--- src/rtl/core/bdsc_pkg.sv ---
// ---------------------------------------------------------------------------
// bdsc_pkg: shared definitions for the blinking digit scan controller
// Mode codes, register indexes, reset values and field widths.
// ---------------------------------------------------------------------------
package bdsc_pkg;

    localparam int DIGIT_BITS   = 4;
    localparam int NUM_DIGITS   = 6;
    localparam int SCAN_BITS    = 3;
    localparam int POLL_BITS    = 4;
    localparam int PHASE_BITS   = 8;
    localparam int TIMEOUT_BITS = 4;
    localparam int CFG_ADDR_BITS = 2;
    localparam int CFG_DATA_BITS = 8;

    localparam int IN_DATA_BITS  = 32;
    localparam int OUT_DATA_BITS = 16;

    localparam logic [POLL_BITS-1:0]    POLL_TICKS_RESET     = POLL_BITS'(4);
    localparam logic [TIMEOUT_BITS-1:0] TIMEOUT_PHASES_RESET = TIMEOUT_BITS'(5);
    localparam logic [PHASE_BITS-1:0]   PHASE_TICKS_RESET    = PHASE_BITS'(200);
    localparam logic [SCAN_BITS-1:0]    PAIR_SKIP            = SCAN_BITS'(2);

    // tens digit of each blinking pair
    localparam logic [SCAN_BITS-1:0] HOURS_PAIR   = SCAN_BITS'(0);
    localparam logic [SCAN_BITS-1:0] MINUTES_PAIR = SCAN_BITS'(2);
    localparam logic [SCAN_BITS-1:0] LAST_DIGIT   = SCAN_BITS'(NUM_DIGITS - 1);

    typedef enum logic [1:0] {
        MODE_NORMAL  = 2'd0,
        MODE_HOURS   = 2'd1,
        MODE_MINUTES = 2'd2
    } mode_t;

    typedef enum logic [CFG_ADDR_BITS-1:0] {
        CFG_POLL_TICKS     = 2'd0,
        CFG_PHASE_TICKS    = 2'd1,
        CFG_TIMEOUT_PHASES = 2'd2
    } cfg_index_t;

endpackage

--- src/rtl/core/blinking_digit_scan_controller_unit.sv ---
// ---------------------------------------------------------------------------
// blinking_digit_scan_controller_unit: six-digit display scan with blink mode
// Polls the buttons, runs the set-mode machine and blink timer, and drives
// one active-low digit enable with that digit's symbol per scan tick.
// ---------------------------------------------------------------------------
//  channel | dir | payload
//  s_      | in  | buttons and six digit symbols, one scan tick per transaction
//  m_      | out | digit enables, symbol and mode, one per input transaction
//  cfg_    | in  | poll_ticks, phase_ticks, timeout_phases writes
//
//  state is updated at acceptance and the result lands in the output
//  register on the same edge. a new transaction is taken whenever the
//  output register is empty or is being drained, so back-to-back ticks
//  run at full rate.
//  aresetn (synchronous, active low) restores the register and state defaults.
// ---------------------------------------------------------------------------
module blinking_digit_scan_controller_unit
    import bdsc_pkg::*;
(
    input  logic                     aclk,
    input  logic                     aresetn,

    input  logic                     s_tvalid,
    output logic                     s_tready,
    // [0] setting_pressed, [1] up_pressed, [2] down_pressed, [6:3] hours_tens,
    // [10:7] hours_units, [14:11] minutes_tens, [18:15] minutes_units,
    // [22:19] seconds_tens, [26:23] seconds_units, [31:27] zero
    input  logic [IN_DATA_BITS-1:0]  s_tdata,

    output logic                     m_tvalid,
    input  logic                     m_tready,
    // [5:0] digit_enable_n, [9:6] segment_symbol, [11:10] display_mode,
    // [15:12] zero
    output logic [OUT_DATA_BITS-1:0] m_tdata,

    input  logic                     cfg_we,
    input  logic [CFG_ADDR_BITS-1:0] cfg_addr,
    input  logic [CFG_DATA_BITS-1:0] cfg_wdata
);

    logic [POLL_BITS-1:0]    poll_ticks_reg;
    logic [PHASE_BITS-1:0]   phase_ticks_reg;
    logic [TIMEOUT_BITS-1:0] timeout_phases_reg;

    mode_t                   mode_reg, mode_next;
    logic [POLL_BITS-1:0]    poll_counter_reg, poll_counter_next;
    logic                    blank_phase_reg, blank_phase_next;
    logic [PHASE_BITS-1:0]   phase_counter_reg, phase_counter_next;
    logic [TIMEOUT_BITS-1:0] phases_left_reg, phases_left_next;
    logic [SCAN_BITS-1:0]    scan_index_reg, scan_index_next;
    logic [SCAN_BITS-1:0]    blink_index;

    logic                    out_valid_reg;
    logic [OUT_DATA_BITS-1:0] out_data_reg, out_data_next;

    logic                    accept;
    logic                    set_btn, adj_btn;
    logic [DIGIT_BITS-1:0]   digits [NUM_DIGITS];

    assign s_tready = !out_valid_reg || m_tready;
    assign accept   = s_tvalid && s_tready;
    assign m_tvalid = out_valid_reg;
    assign m_tdata  = out_data_reg;

    assign set_btn = s_tdata[0];
    assign adj_btn = s_tdata[1] | s_tdata[2];

    always_comb begin
        for (int i = 0; i < NUM_DIGITS; i++) begin
            digits[i] = s_tdata[3 + i*DIGIT_BITS +: DIGIT_BITS];
        end
    end

    // mode machine, poll sampling and blink timer
    always_comb begin
        logic [POLL_BITS-1:0]  poll_dec;
        logic                  sample;
        logic                  blink_run;
        logic [SCAN_BITS-1:0]  pair_tens;
        logic [PHASE_BITS-1:0] pc_dec;
        mode_next          = mode_reg;
        blank_phase_next   = blank_phase_reg;
        phase_counter_next = phase_counter_reg;
        phases_left_next   = phases_left_reg;
        blink_index        = scan_index_reg;
        blink_run          = 1'b0;
        pair_tens          = HOURS_PAIR;
        pc_dec             = '0;

        poll_dec          = poll_counter_reg - POLL_BITS'(1);
        sample            = (poll_dec == '0);
        poll_counter_next = sample ? poll_ticks_reg : poll_dec;

        case (mode_reg)
            MODE_NORMAL: begin
                if (sample && set_btn) begin
                    mode_next          = MODE_HOURS;
                    blank_phase_next   = 1'b1;
                    phases_left_next   = timeout_phases_reg;
                    phase_counter_next = phase_ticks_reg;
                end
            end
            MODE_HOURS, MODE_MINUTES: begin
                blink_run = 1'b1;
                pair_tens = (mode_reg == MODE_HOURS) ? HOURS_PAIR : MINUTES_PAIR;
                if (sample) begin
                    if (set_btn) begin
                        if (mode_reg == MODE_HOURS) begin
                            mode_next          = MODE_MINUTES;
                            blank_phase_next   = 1'b1;
                            phases_left_next   = timeout_phases_reg;
                            phase_counter_next = phase_ticks_reg;
                        end else begin
                            mode_next = MODE_NORMAL;
                        end
                    end else if (adj_btn) begin
                        // restart with the digits shown
                        blank_phase_next   = 1'b0;
                        phases_left_next   = timeout_phases_reg;
                        phase_counter_next = phase_ticks_reg;
                    end
                end
            end
            default: begin
            end
        endcase

        if (blink_run) begin
            pc_dec = phase_counter_next - PHASE_BITS'(1);
            if (pc_dec == '0) begin
                phases_left_next   = phases_left_next - TIMEOUT_BITS'(1);
                phase_counter_next = phase_ticks_reg;
                if (phases_left_next == '0) begin
                    mode_next = MODE_NORMAL;
                end else if (!blank_phase_next && blink_index == pair_tens) begin
                    blink_index = blink_index + PAIR_SKIP;
                end
                blank_phase_next = !blank_phase_next;
            end else begin
                phase_counter_next = pc_dec;
                if (blank_phase_next && blink_index == pair_tens) begin
                    blink_index = blink_index + PAIR_SKIP;
                end
            end
        end
    end

    // digit scan and result word
    always_comb begin
        logic [NUM_DIGITS-1:0] enable_n;
        logic [DIGIT_BITS-1:0] symbol;
        enable_n        = '1;
        symbol          = '0;
        scan_index_next = '0;
        if (blink_index < SCAN_BITS'(NUM_DIGITS)) begin
            enable_n        = ~(NUM_DIGITS'(1) << blink_index);
            symbol          = digits[blink_index];
            scan_index_next = (blink_index == LAST_DIGIT) ? '0
                                                          : blink_index + SCAN_BITS'(1);
        end
        out_data_next = {4'b0000, mode_next, symbol, enable_n};
    end

    always_ff @(posedge aclk) begin
        if (!aresetn) begin
            poll_ticks_reg     <= POLL_TICKS_RESET;
            phase_ticks_reg    <= PHASE_TICKS_RESET;
            timeout_phases_reg <= TIMEOUT_PHASES_RESET;
        end else if (cfg_we) begin
            case (cfg_index_t'(cfg_addr))
                CFG_POLL_TICKS:     poll_ticks_reg     <= cfg_wdata[POLL_BITS-1:0];
                CFG_PHASE_TICKS:    phase_ticks_reg    <= cfg_wdata[PHASE_BITS-1:0];
                CFG_TIMEOUT_PHASES: timeout_phases_reg <= cfg_wdata[TIMEOUT_BITS-1:0];
                default: begin
                end
            endcase
        end
    end

    always_ff @(posedge aclk) begin
        if (!aresetn) begin
            mode_reg          <= MODE_NORMAL;
            poll_counter_reg  <= POLL_TICKS_RESET;
            blank_phase_reg   <= 1'b1;
            phase_counter_reg <= PHASE_TICKS_RESET;
            phases_left_reg   <= TIMEOUT_PHASES_RESET;
            scan_index_reg    <= '0;
            out_valid_reg     <= 1'b0;
        end else begin
            if (accept) begin
                mode_reg          <= mode_next;
                poll_counter_reg  <= poll_counter_next;
                blank_phase_reg   <= blank_phase_next;
                phase_counter_reg <= phase_counter_next;
                phases_left_reg   <= phases_left_next;
                scan_index_reg    <= scan_index_next;
                out_valid_reg     <= 1'b1;
            end else if (m_tready) begin
                out_valid_reg     <= 1'b0;
            end
        end
    end

    always_ff @(posedge aclk) begin
        if (accept) begin
            out_data_reg <= out_data_next;
        end
    end

endmodule

--- config.mk ---
export PLATFORM = sky130hd
export DESIGN_NAME = blinking_digit_scan_controller_unit
export DESIGN_NICKNAME = d
export VERILOG_FILES = /design/src/rtl/core/bdsc_pkg.sv /design/src/rtl/core/blinking_digit_scan_controller_unit.sv
export SDC_FILE = /design/constraint.sdc
export NUM_CORES = 1
export LEC_CHECK = 0
export BUFFER_PORTS_ARGS = -buffer_cell sky130_fd_sc_hd__buf_2
export CORE_MARGIN = 2
export CORE_UTILIZATION = 52
export CTS_BUF_LIST = sky130_fd_sc_hd__clkbuf_8
export CTS_CLUSTER_DIAMETER = 40
export CTS_CLUSTER_SIZE = 28
export DETAILED_ROUTE_END_ITERATION = 7
export PLACE_DENSITY = 0.87
export SYNTH_ARGS = -nofsm -noshare
export SYNTH_HDL_FRONTEND = slang
export SYNTH_SLANG_ARGS = --single-unit
export TNS_END_PERCENT = 30
--- constraint.sdc ---
create_clock -name aclk -period 4 [get_ports aclk]
set_input_delay 0 -clock aclk [delete_from_list [all_inputs] [get_ports aclk]]
set_output_delay 0 -clock aclk [all_outputs]
set_load 0.005 [all_outputs]
==> results of run 1 <==
timing repair:
item | CTS | global route
endpoints found under the hold margin | 13 | 0
setup endpoints to repair | 7 | 9
pin swaps | 5 | 8
hold buffers | 9 | 0
setup buffers | 5 | 4
resized for setup | 9 | 27
worst max-delay path, stage by stage, from the launching register on:
cell	delay, ns
dfxtp_4	0.39
inv_1	0.05
ha_2	0.22
or4_4	0.52
o311a_4	0.16
buf_6	0.13
a32o_2	0.22
a21oi_1	0.22
ha_2	0.26
a32o_2	0.20
a22oi_2	0.10
or4_4	0.55
a21oi_4	0.22
buf_12	0.13
mux2_4	0.30
o32ai_2	0.26
worst paths after layout:
path | from | end | cells after the start
setup / recovery | poll_counter_reg[0] | m_tdata[8] | 15
hold / removal | m_tready | m_tvalid | 3
hold reg to reg | phase_counter_reg[2] | phase_counter_reg[2] | 2
setup reg to reg | poll_counter_reg[0] | m_tdata[8] | 15
power by group through the flow:
stage / Combinational, mW / Sequential, mW / Clock (mW)
2_1_floorplan: 0.237 / 0.587 / 0
3_3_place_gp: 0.314 / 0.602 / 0
3_5_place_dp: 0.328 / 0.604 / 0
4_1_cts: 0.349 / 0.592 / 0.310
5_1_grt: 0.415 / 0.600 / 0.330
6_report: 0.381 / 0.595 / 0.304
metal layers:
metal	up-vias	routed length, um	GRT usage (%)
met5	-	0	0
met4	0	248	9.524
met3	34	504	3.794
met2	152	4765	44.46
met1	1602	3837	31.32
li1	1638	-	-
metrics by stage:
stage	hold slack, ns	util (%)	std cells	cell area (um2)	setup TNS (ns)
floorplan	0.1207	-	403	3530	-0.08365
global placement	0.2166	63.07	540	4028	0
detailed placement	0.2177	63.07	540	4028	-0.5101
CTS	0.02138	67.07	562	4283	0
global route	0.05583	68.65	566	4384	-1.224
finish	0.02814	68.65	566	4384	-0.4451
cell usage in the layout, fill, tap and decap left out, types with 5 or more instances in the layout:
| master | count |
|---|---|
| nor2_1 | 25 |
| nand4_1 | 5 |
| mux2i_1 | 28 |
| o211ai_1 | 7 |
| o21ai_0 | 18 |
| nand2_1 | 34 |
| dfxtp_1 | 34 |
| a21oi_1 | 21 |
| inv_1 | 14 |
| nor2b_1 | 10 |
| and2_1 | 11 |
| edfxtp_1 | 12 |
| nand3_1 | 9 |
| buf_2 | 55 |
| nand3b_1 | 6 |
| and3_1 | 7 |
| dlygate4sd3_1 | 9 |
| ha_1 | 5 |
| a22o_1 | 5 |
| clkbuf_8 | 6 |
| buf_4 | 39 |
| a211oi_1 | 8 |
cell type report:
class	count	area share, %
clock inverter	2	0.1998
timing repair buffer	106	15.98
clock buffer	6	1.884
sequential	51	26.28
inverter	17	1.455
tap	77	2.197
multi-input combinational	307	52.00
kinds of logic after synthesis:
group	Yosys count	share of synthesized area, %
AND/OR/NAND/NOR	135	20.83
AO/OA/AOI/OAI	114	23.85
flip-flops	51	33.15
buffers and inverters	45	5.525
multiplexers	35	10.51
adder cells (fa/ha/maj)	11	3.998
XOR/XNOR	8	2.035
other	1	0.1089
==> results.yml, run 1 <==
finish:
  syn2layout_area_growth_pct: 27.37
  nFillCells: 490
  largest_reg_flops: 12
  drive_gt1_share_pct: 32.11
  multiInputGateArea_um2: 2280
  antennaDiodeCount: 0
  layout.nets: 546
  regArea_um2: 1152
floorplan:
  die_y_um: 85.36
  dieWidth_um: 85.36
  start_util_pct: 53.90
  coreArea_um2: 6386
  rows: 29
  io_pins: 65
  fp.dieArea_um2: 7286
power_and_ir_drop:
  clockPowerShare_pct: 23.7
  combPwrFrac_pct: 29.8
  switching_share_pct: 30.80
  fin_total_pwr_mw: 1.280
  vdd_drop_max_mv: 0.1947
  p_int_mw: 0.8859
  seqPwrFrac_pct: 46.5
  p_leak_nw: 1.873
  pwr_density_cell_nw_per_um2: 292.0
  p_sw_mw: 0.3943
routing:
  drt-wirelength-per-cell_um: 16.53
  dr.first_iter.drc_count: 353
  drt_wl_total_um: 9356
  viasPerCell: 6.053
  drc: 0
  num_vias: 3426
  antenna_left: 0
  drt-pass1-iter-count: 5
yosys:
  ys.flop_type: "dfxtp_1"
  yosysTopAreaCellShare_pct: 22.68
  netlist_area_um2: 3442
  async_reset_ff_share_pct: 0
  synthCells: 400
  ys_ff_latch: 51
  synth_cell_type_count: 67
  synth_most_common_cell: "dfxtp_1"
  synth.largest_area_cell: "dfxtp_1"
  synth_edf_count: 12
  syn_area_per_cell_um2: 8.605
  ys_top_cells_by_count: "39 x dfxtp_1, 34 x nand2_1, 28 x mux2i_1, 27 x nor2_1, 23 x a21oi_1"
  ys_seq_area_share_pct: 33.15
  synth_area_leaders: "dfxtp_1 23%, edfxtp_1 10%, mux2i_1 8.1%, ha_1 4.0%, nand2_1 3.7%"
  ys_warn_count: 0
sta:
  rsz0062_at_grt: "yes"
  worst_slack_ns: -0.1187
  period_share_pct: 103.0
  clock_skew_ns: 0.004545
  max_freq_mhz: 242.8
  finalHoldViolCount: 0
  slew_headroom_pct: 33.86
  tightest_slew_ns: 0.9908
  drv_slew: 0
  finalCriticalPeriod_ns: 4.119
  final-setup-viol-count: 6
critical_path:
  crit_type: "flip-flop to flip-flop"
  end_kind: "flip-flop"
  arrival_ns: 4.24
  ff2ff_setup_slack_ns: -0.12
  critPathRequiredTime_ns: 4.12
  path_max_fanout: 6
  start_kind: "flip-flop"
clock_tree:
  insertion_delay_ns: 0.30
  clockBufferDepth: 2
  cts_max_level: 2
  clkSinkCount: 51
  tritoncts: "built"
  clk_pin_slew_ns: 0.09
  cts_root_buf: "clkbuf_8"
  cts_buffers: 5
min_path:
  holdCritPathClass: "input port to flip-flop"
status:
  violations: "setup timing"
  status: "finished, violations left"
placement:
  place_congestion: 0.9468
  pre_cts_ws_ns: -0.1155
  port_buffers: 55
  hpwl_um: 6434
global_routing:
  grt_max_degree: 31
  grt_pass1_wl_um: 15040
  grt_pass1_vias: 3286
  grtUsageTotal_pct: 25.36
  grt_overflow: 0
  antenna_found_initial: 0
job:
  drv_cap: 0
Power figures use the tool's default switching activity.
==> run 2: changes to the inputs <==
--- a/config.mk
+++ b/config.mk
@@ -13,6 +13,7 @@
 export CTS_CLUSTER_SIZE = 28
 export DETAILED_ROUTE_END_ITERATION = 7
 export PLACE_DENSITY = 0.87
+export REMOVE_ABC_BUFFERS = 1
 export SYNTH_ARGS = -nofsm -noshare
 export SYNTH_HDL_FRONTEND = slang
 export SYNTH_SLANG_ARGS = --single-unit
==> results.yml, run 2 (synthesis gave the netlist of run 1 again) <==
critical_path:
  end_kind: "flip-flop"
  rr_endpoint: "m_tdata[7]"
  worstSetupStartpoint: "mode_reg[0]"
  worst_path_largest_cell_delay_ns: 0.51
  rr_startpoint: "mode_reg[0]"
  ff2ff_setup_slack_ns: -0.15
  path_max_fanout: 6
  cpMaxStageDelayCell: "or4_4"
  arrival_ns: 4.30
  crit_type: "flip-flop to flip-flop"
  critPathRequiredTime_ns: 4.14
  start_kind: "flip-flop"
  cp_cell_sequence: "ha_4, nand3b_1, or4_4, o311a_4, or2_4, a22o_1, inv_2, ha_4, a311o_1, a221oi_2, mux2_4, or4_4, a21oi_4, buf_6, mux2_4, o32ai_4"
  endpoint: "m_tdata[7]"
  worstRegToRegCells: 16
routing:
  drc: 0
  antenna_left: 0
  drt-pass1-iter-count: 5
  dr.first_iter.drc_count: 442
  drt-wirelength-per-cell_um: 18.79
  drt_wl_total_um: 10770
  num_vias: 3651
  viasPerCell: 6.372
finish:
  multiInputGateArea_um2: 2340
  drive_gt1_share_pct: 33.47
  nFillCells: 447
  layoutNonFillerInstCount: 573
  final_cell_mix: "55 x buf_2, 46 x buf_4, 35 x dfxtp_1, 34 x nand2_1, 27 x mux2i_1"
  antennaDiodeCount: 0
  layout.nets: 553
  final_common_cell: "buf_2"
  regArea_um2: 1149
  largest_reg_flops: 12
  finalInstanceArea_um2: 4508
  syn2layout_area_growth_pct: 30.97
clock_tree:
  clk_pin_slew_ns: 0.10
  clockBufferDepth: 2
  cts_buffers: 5
  cts_root_buf: "clkbuf_8"
  insertion_delay_ns: 0.32
  cts_max_level: 2
  clkSinkCount: 51
  tritoncts: "built"
power_and_ir_drop:
  p_sw_mw: 0.4384
  fin_total_pwr_mw: 1.388
  switching_share_pct: 31.58
  p_int_mw: 0.9499
  seqPwrFrac_pct: 42.9
  pwr_density_cell_nw_per_um2: 308.0
  p_leak_nw: 1.908
  vdd_drop_max_mv: 0.2301
  clockPowerShare_pct: 26.8
  combPwrFrac_pct: 30.3
placement:
  dpl-instance-area_um2: 4006
  place_inst: 548
  hpwl_um: 6776
  port_buffers: 55
  place_congestion: 0.9517
  pre_cts_ws_ns: -0.2052
sta:
  drv_slew: 0
  finalHoldViolCount: 0
  max_freq_mhz: 240.7
  tightest_slew_ns: 1.051
  rsz0062_at_grt: "yes"
  final-setup-viol-count: 7
  tns_ns: -0.7188
  finalCriticalPeriod_ns: 4.154
  worst_slack_ns: -0.1542
  clock_skew_ns: 0.01035
  period_share_pct: 103.9
  slew_headroom_pct: 29.83
min_path:
  holdCritPathClass: "input port to flip-flop"
  hold_depth: 3
global_routing:
  grt_max_degree: 31
  grt_pass1_vias: 3527
  grt_overflow: 0
  grt_pass1_wl_um: 17070
  antenna_found_initial: 0
  grtUsageTotal_pct: 28.94
floorplan:
  coreArea_um2: 6386
  start_util_pct: 53.90
  dieWidth_um: 85.36
  die_y_um: 85.36
  rows: 29
  io_pins: 65
  fp.dieArea_um2: 7286
status:
  violations: "setup timing"
  status: "finished, violations left"
job:
  drv_cap: 0
==> run 2: area by class of cell <==
type	instances	share of cell area, %
clock inverter	3	0.9714
clock buffer	5	1.527
inverter	17	1.471
multi-input combinational	307	51.90
sequential	51	25.48
timing repair buffer	113	16.51
tap	77	2.137
==> run 2: power by group through the flow <==
| stage | sequential [mW] | clock [mW] | combinational, mW |
|---|---|---|---|
| after detailed placement | 0.602 | 0 | 0.333 |
| after global routing | 0.600 | 0.396 | 0.451 |
| after floorplan | 0.596 | 0 | 0.201 |
| final | 0.596 | 0.372 | 0.421 |
| after CTS | 0.592 | 0.376 | 0.372 |
| after global placement | 0.601 | 0 | 0.315 |
==> run 2: metal layers <==
layer  up-vias  share of wire (%)  GRT usage [%]  wire length, um
li1       1649                  -              -                -
met1      1704                 38          35.08             4109
met2       239                 49          49.79             5308
met3        59                8.3          5.156              891
met4         0                4.2          13.13              456
met5         -                  0              0                0
==> run 2: per-stage QoR <==
step / hold WS [ns] / util, %
6_report: 0.001360 / 70.59
4_1_cts: 0.003917 / 68.59
3_3_place_gp: 0.2101 / 62.74
2_1_floorplan: 0.06194 / -
3_5_place_dp: 0.2210 / 62.74
5_1_grt: 0.04299 / 70.59
==> run 2: worst min-delay path by stage <==
| stage | startpoint | to | slack [ns] |
|---|---|---|---|
| floorplan | aresetn | phase_ticks_reg[3] | 0.06 |
| global placement | cfg_wdata[6] | phase_ticks_reg[6] | 0.21 |
| detailed placement | cfg_wdata[7] | phase_ticks_reg[7] | 0.22 |
| CTS | m_tready | m_tvalid | 0.004 |
| global route | m_tready | m_tvalid | 0.04 |
| finish | m_tready | m_tvalid | 0.001 |
==> run 2: repair_timing <==
action	in CTS	in global routing
pin swaps	17	10
endpoints found under the hold margin	15	0
endpoints found under the setup margin	9	12
hold buffers	9	0
gates resized for setup	37	21
setup buffers	5	3
==> run 2: worst max-delay path: cells and delay by family, from the launching register on <==
kind,cells,cell delay (ns)
compound gates,6,1.01
buf+inv,2,0.24
simple gates,4,1.46
fa+ha+maj,2,0.31
flops,1,0.36
mux,2,0.61
